### src/rtl/kpmf_pkg.sv
// ----------------------------------------------------------------------------
// kpmf_pkg
// Shared widths, codes, types and a helper function of the k-mer partition
// mask filter.
// ----------------------------------------------------------------------------
`default_nettype none

package kpmf_pkg;

    // Table geometry and partition limit.
    localparam int TABLE_BITS     = 16;
    localparam int MAX_PARTITIONS = 64;

    // Field widths.
    localparam int KMER_W   = 64;
    localparam int MASK_W   = 64;
    localparam int OP_W     = 2;
    localparam int PART_W   = 6;
    localparam int PCOUNT_W = 7;
    localparam int HBITS_W  = 5;

    // Configuration port.
    localparam int CFG_INDEX_W = 1;
    localparam int CFG_DATA_W  = 7;

    // Hash shift amounts.
    localparam int HASH_SHR_A = 17;
    localparam int HASH_SHR_B = 37;
    localparam int HASH_SHL   = 11;

    typedef logic [OP_W-1:0]       op_t;
    typedef logic [MASK_W-1:0]     mask_t;
    typedef logic [TABLE_BITS-1:0] bucket_t;

    // Operation codes.
    localparam op_t OP_INSERT = 2'd0;
    localparam op_t OP_QUERY1 = 2'd1;
    localparam op_t OP_QUERY2 = 2'd2;

    // Register indexes.
    localparam logic [CFG_INDEX_W-1:0] REG_PARTITION_COUNT = 1'd0;
    localparam logic [CFG_INDEX_W-1:0] REG_HASH_BITS       = 1'd1;

    // Control bundle that drives the bucket memory.
    typedef struct packed {
        logic    wr_en;
        bucket_t wr_addr;
        mask_t   wr_data;
        logic    rd_en;
        bucket_t rd_addr;
    } tbl_ctrl_t;

    // Mask of the partitions in use; counts above the limit saturate.
    function automatic mask_t partition_limit(input logic [PCOUNT_W-1:0] count);
        mask_t lim;
        for (int i = 0; i < MASK_W; i++)
        begin
            lim[i] = (i < MAX_PARTITIONS) && (count > PCOUNT_W'(i));
        end
        return lim;
    endfunction

endpackage

`default_nettype wire

### src/rtl/kpmf_hash.sv
// ----------------------------------------------------------------------------
// kpmf_hash
// Bucket index of a k-mer: xor of shifted copies, cut to the buckets in use.
// ----------------------------------------------------------------------------
`default_nettype none

module kpmf_hash (
    input  wire logic [kpmf_pkg::KMER_W-1:0]  kmer,
    input  wire logic [kpmf_pkg::HBITS_W-1:0] hash_bits,
    output      kpmf_pkg::bucket_t            bucket
);
    import kpmf_pkg::*;

    logic [KMER_W-1:0] mixed;
    bucket_t           use_mask;

    assign mixed = kmer ^ (kmer >> HASH_SHR_A) ^ (kmer >> HASH_SHR_B) ^ (kmer << HASH_SHL);

    // A hash width above the table width keeps every table bit.
    always_comb
    begin
        for (int i = 0; i < TABLE_BITS; i++)
        begin
            use_mask[i] = (hash_bits > HBITS_W'(i));
        end
    end

    assign bucket = mixed[TABLE_BITS-1:0] & use_mask;

endmodule

`default_nettype wire

### config.mk
export PLATFORM = sky130hd
export DESIGN_NAME = kpmf_hash
export DESIGN_NICKNAME = d
export VERILOG_FILES = /design/src/rtl/kpmf_pkg.sv /design/src/rtl/kpmf_hash.sv
export SDC_FILE = /design/constraint.sdc
export NUM_CORES = 1
export LEC_CHECK = 0
export ABC_CLOCK_PERIOD_IN_PS = 900
export BUFFER_PORTS_ARGS = -buffer_cell sky130_fd_sc_hd__buf_2
export CORE_MARGIN = 3
export CORE_UTILIZATION = 27
export DETAILED_ROUTE_END_ITERATION = 6
export PLACE_DENSITY_LB_ADDON = 0.05
export SKIP_LAST_GASP = 1
export SLEW_MARGIN = 30
export SYNTH_ARGS = -nofsm -noshare
export SYNTH_HDL_FRONTEND = slang
export SYNTH_SLANG_ARGS = --single-unit
export TNS_END_PERCENT = 1
### constraint.sdc
create_clock -name vclk -period 0.9
set_clock_uncertainty 0.15 [all_clocks]
set_input_delay 0.135 -clock vclk [all_inputs]
set_output_delay 0.135 -clock vclk [all_outputs]
set_load 0.01 [all_outputs]
---- Word level (Yosys, flattened, before mapping) ----
Index checks and enable logic that the tools add are counted.
operators by class
  bitwise logic cells ..................... 4
  $lt $le $gt $ge ......................... 16
operators with widths
  operator            count
  $xor 16x16->16      3
  $gt 5x4->1 const B  8
  $gt 5x3->1 const B  4
  $and 16x16->16      1
  $gt 5x1->1 const B  2
  $gt 5x2->1 const B  2
word-level totals
  input port bits ......................... 69
  bits in registers ....................... 0
  word-level logic and storage cells ...... 20
  output and inout port bits .............. 16

---- Depth between registers and ports, before layout ----
  depth after elaboration ................. 4
  depth in mapped cells ................... 4
  depth with buffers taken out ............ 3

---- Least setup slack after synthesis ----
OpenSTA, ideal clock, no wires.
  path type ............................... input to output
  from .................................... in hash_bits[3] in the netlist's numbering
  to ...................................... out bucket[13]
  slack ................................... -0.115 ns
  stages .................................. 4
  data required time ...................... 0.615 ns
  path buffers ............................ 1
  arrival ................................. 0.730 ns
  cells stage by stage .................... buf_2 -> and3_2 -> o22ai_1 -> a21oi_1
between the ends
  longest elaborated chain between the ends .. 2
ends and longest elaborated chain
  what            line             text
  from (decl)     kpmf_hash.sv:9   input wire logic [kpmf_pkg::HBITS_W-1:0] hash_bits,
  $gt 5x4->1      kpmf_hash.sv:24  use_mask[i] = (hash_bits > HBITS_W'(i));
  $and 16x16->16  kpmf_hash.sv:28  assign bucket = mixed[TABLE_BITS-1:0] & use_mask;
  to (decl)       kpmf_hash.sv:10  output kpmf_pkg::bucket_t bucket
No other way between the ends.

---- Worst setup path after layout ----
  from .................................... in hash_bits[1] in the netlist's numbering
  to ...................................... out bucket[12]
Same word-level chain as after synthesis.

==> metrics.md <==
| Metric | Value |
|---|---|
| Clock buffers | 0 |
| Core area | 1783 um2 |
| LEAKAGE | 0.5303 nW |
| Starting density of the core | 0.2947 |
| DRT iter0 DRCs | 6 |
| Register area | 0 um2 |
| Startpoint types | input port |
| Slew Limit Fails | 0 |
| Rel. slew slack | 0.8457 |
| Via count | 756 |
| IO Port Bufs | 69 |
| Register area share after synthesis | 0 |
| Crit Path Class | input port to output pin |
| Critical Path End Type | output pin |
| First-pass GRT wire length | 2.511 mm |
| Post-Syn Instances | 76 |
| Pwr/cell area | 644.0 nW/um2 |
| Final setup violating endpoints | 16 |
| ANT nets after route | 0 |
| Antenna cell count | 0 |
| Fin area | 1017 um2 |
| Post-synth top area share | 0.3833 |
| Cell Rows | 15 |
| CP cell instances | buf_8 -> or2_4 -> a31oi_1 -> nor2_1 -> buf_2 |
| Worst-Margin Slew | 0.2298 ns |
| Most common cell in the synthesized netlist | xnor2_1 |
| Number of global-route vias before repair | 629 |
| Max Fclk | 886.7 MHz |
| Post-Syn Nets | 145 |
| Routed Wire Length | 1.647 mm |
| Routed wire length per instance | 9.411 um |
| Initial antenna violation count | 0 |
| Post-Syn Area | 525.5 um2 |
| Largest net degree at the start of global routing | 10 |
| FF+latch count | 0 |
| Worst hold path class | input port to output pin |
| Status | finished with violations |
| Die ar. | 2512 um2 |
| Placed cell areas | 959.7 um2 |
| WP buf/inv | 2 |
| Avg Inst Size Synth | 6.915 um2 |
| Vias per inst | 4.320 |
| GPL Wtd Cong | 0.6925 |
| Layout area overhead | 93.57% |
| YS warnings | 0 |
| Chip height | 50.12 um |
| Tmin final | 1.128 ns |
| Share of cells above drive strength 1 | 0.6067 |
| Failing checks | setup timing |
| Die width | 50.12 um |
| Max Fanout on Critical Path | 6 |
| Critical Path AT | 0.84 ns |
| RSZ-0062 raised after global routing | true |
| Num ports | 85 |
| Placed cells | 174 |
| Most frequent cells after synthesis | xnor2_1 (23), a21oi_1 (12), xor2_1 (11) |
| DR DRC count | 0 |
| Worst VDD drop | 0.2780 mV |
| Req. time, crit path | 0.61 ns |
| Synth area leader | xnor2_1 |
| Post-detail-place hpwl | 1.451 mm |
| Total congestion overflow | 0 |
| MaxCap Viol Count | 0 |
| Crit share post-route | 1.253 |
| Unique masters post-synth | 21 |
| Critical path's slowest cell | or2_4 |
| Top cells by area, synth | xnor2_1 (38%), xor2_1 (18%), a21oi_1 (11%) |
| Top cell family by delay on the critical path | simple AND/OR/NAND/NOR gates |
| Final hold vios | 0 |
| GRT Overall Usage | 0.1182 |
| Final setup margin | -0.2278 ns |
| First-pass iteration count of the detailed router | 2 |
| Fin nets | 221 |
| Critical Path Max Stage Delay | 0.25 ns |
| Non-Filler Instances | 175 |
-- power breakdown --
group	switching, mW	total, mW	leakage (nW)	internal, mW
Sequential	0	0	0	0
Combinational	0.297	0.655	0.530	0.358
Clock	0	0	0	0
-- final cells by class --
class                           instances  area [um2]
Timing Repair Buffer                   78       437.9
Inverter                                2       7.507
Multi-Input combinational cell         70       540.5
Tap cell                               25       31.28
Fill cell                             191       765.7
-- layer usage --
metal / global-route usage / part of all wire
met1: 0.1472 / 0.38
met2: 0.2283 / 0.54
met3: 0.009063 / 0.075
met5: 0 / 0
met4: 0 / 0
-- layout by cell type, fill, tap and decap left out --
| cell | n |
|---|---|
| nor2_1 | 8 |
| a31oi_1 | 1 |
| a41o_2 | 1 |
| buf_8 | 1 |
| xor2_1 | 11 |
| or2_4 | 1 |
| o21ai_2 | 1 |
| inv_1 | 2 |
| a21oi_1 | 9 |
| o21ai_0 | 2 |
| and3_4 | 1 |
| nand2_1 | 3 |
| nand3_1 | 1 |
| xnor2_2 | 2 |
| buf_4 | 10 |
| xnor2_1 | 21 |
| o22ai_2 | 1 |
| and2_1 | 1 |
| buf_6 | 2 |
| a21oi_2 | 3 |
| buf_2 | 65 |
| nor3_2 | 1 |
| a21o_2 | 1 |
| nor3_4 | 1 |
-- through the flow --
step / setup TNS [ns] / hold WS [ns] / total power, mW / util / setup slack, ns
after floorplan: -0.4523 / 0.2463 / 0.3605 / - / -0.06383
after detailed placement: -3.241 / 0.4638 / 0.6332 / 0.5382 / -0.2636
after global placement: -3.234 / 0.4613 / 0.6252 / 0.5382 / -0.2690
after CTS: -3.090 / 0.4638 / 0.6413 / 0.5432 / -0.2509
final: -2.625 / 0.4557 / 0.6551 / 0.5705 / -0.2278
after global routing: -3.474 / 0.4801 / 0.7266 / 0.5705 / -0.2817
-- logic make-up (layout without fill, tap and decap cells) --
group | Yosys count | in the layout | synth area share
XOR/XNOR | 34 | 34 | 0.5667
buffers and inverters | 6 | 80 | 0.06906
AND/OR/NAND/NOR | 17 | 17 | 0.1595
AO/OA/AOI/OAI | 19 | 19 | 0.2048
-- worst paths after layout --
kind,from,end,slack (ns),cells past startpoint
setup / recovery,hash_bits[1],bucket[12],-0.23,5
hold / removal,kmer[24],bucket[7],0.46,4
-- timing repair --
| item | in CTS | in global routing |
|---|---|---|
| resized for setup | 2 | 12 |
| setup buffers | 0 | 1 |
| pin swaps | 0 | 3 |
| setup endpoints to repair | 16 | 16 |
| hold buffers | 0 | 0 |
Power figures use the tool's default switching activity.
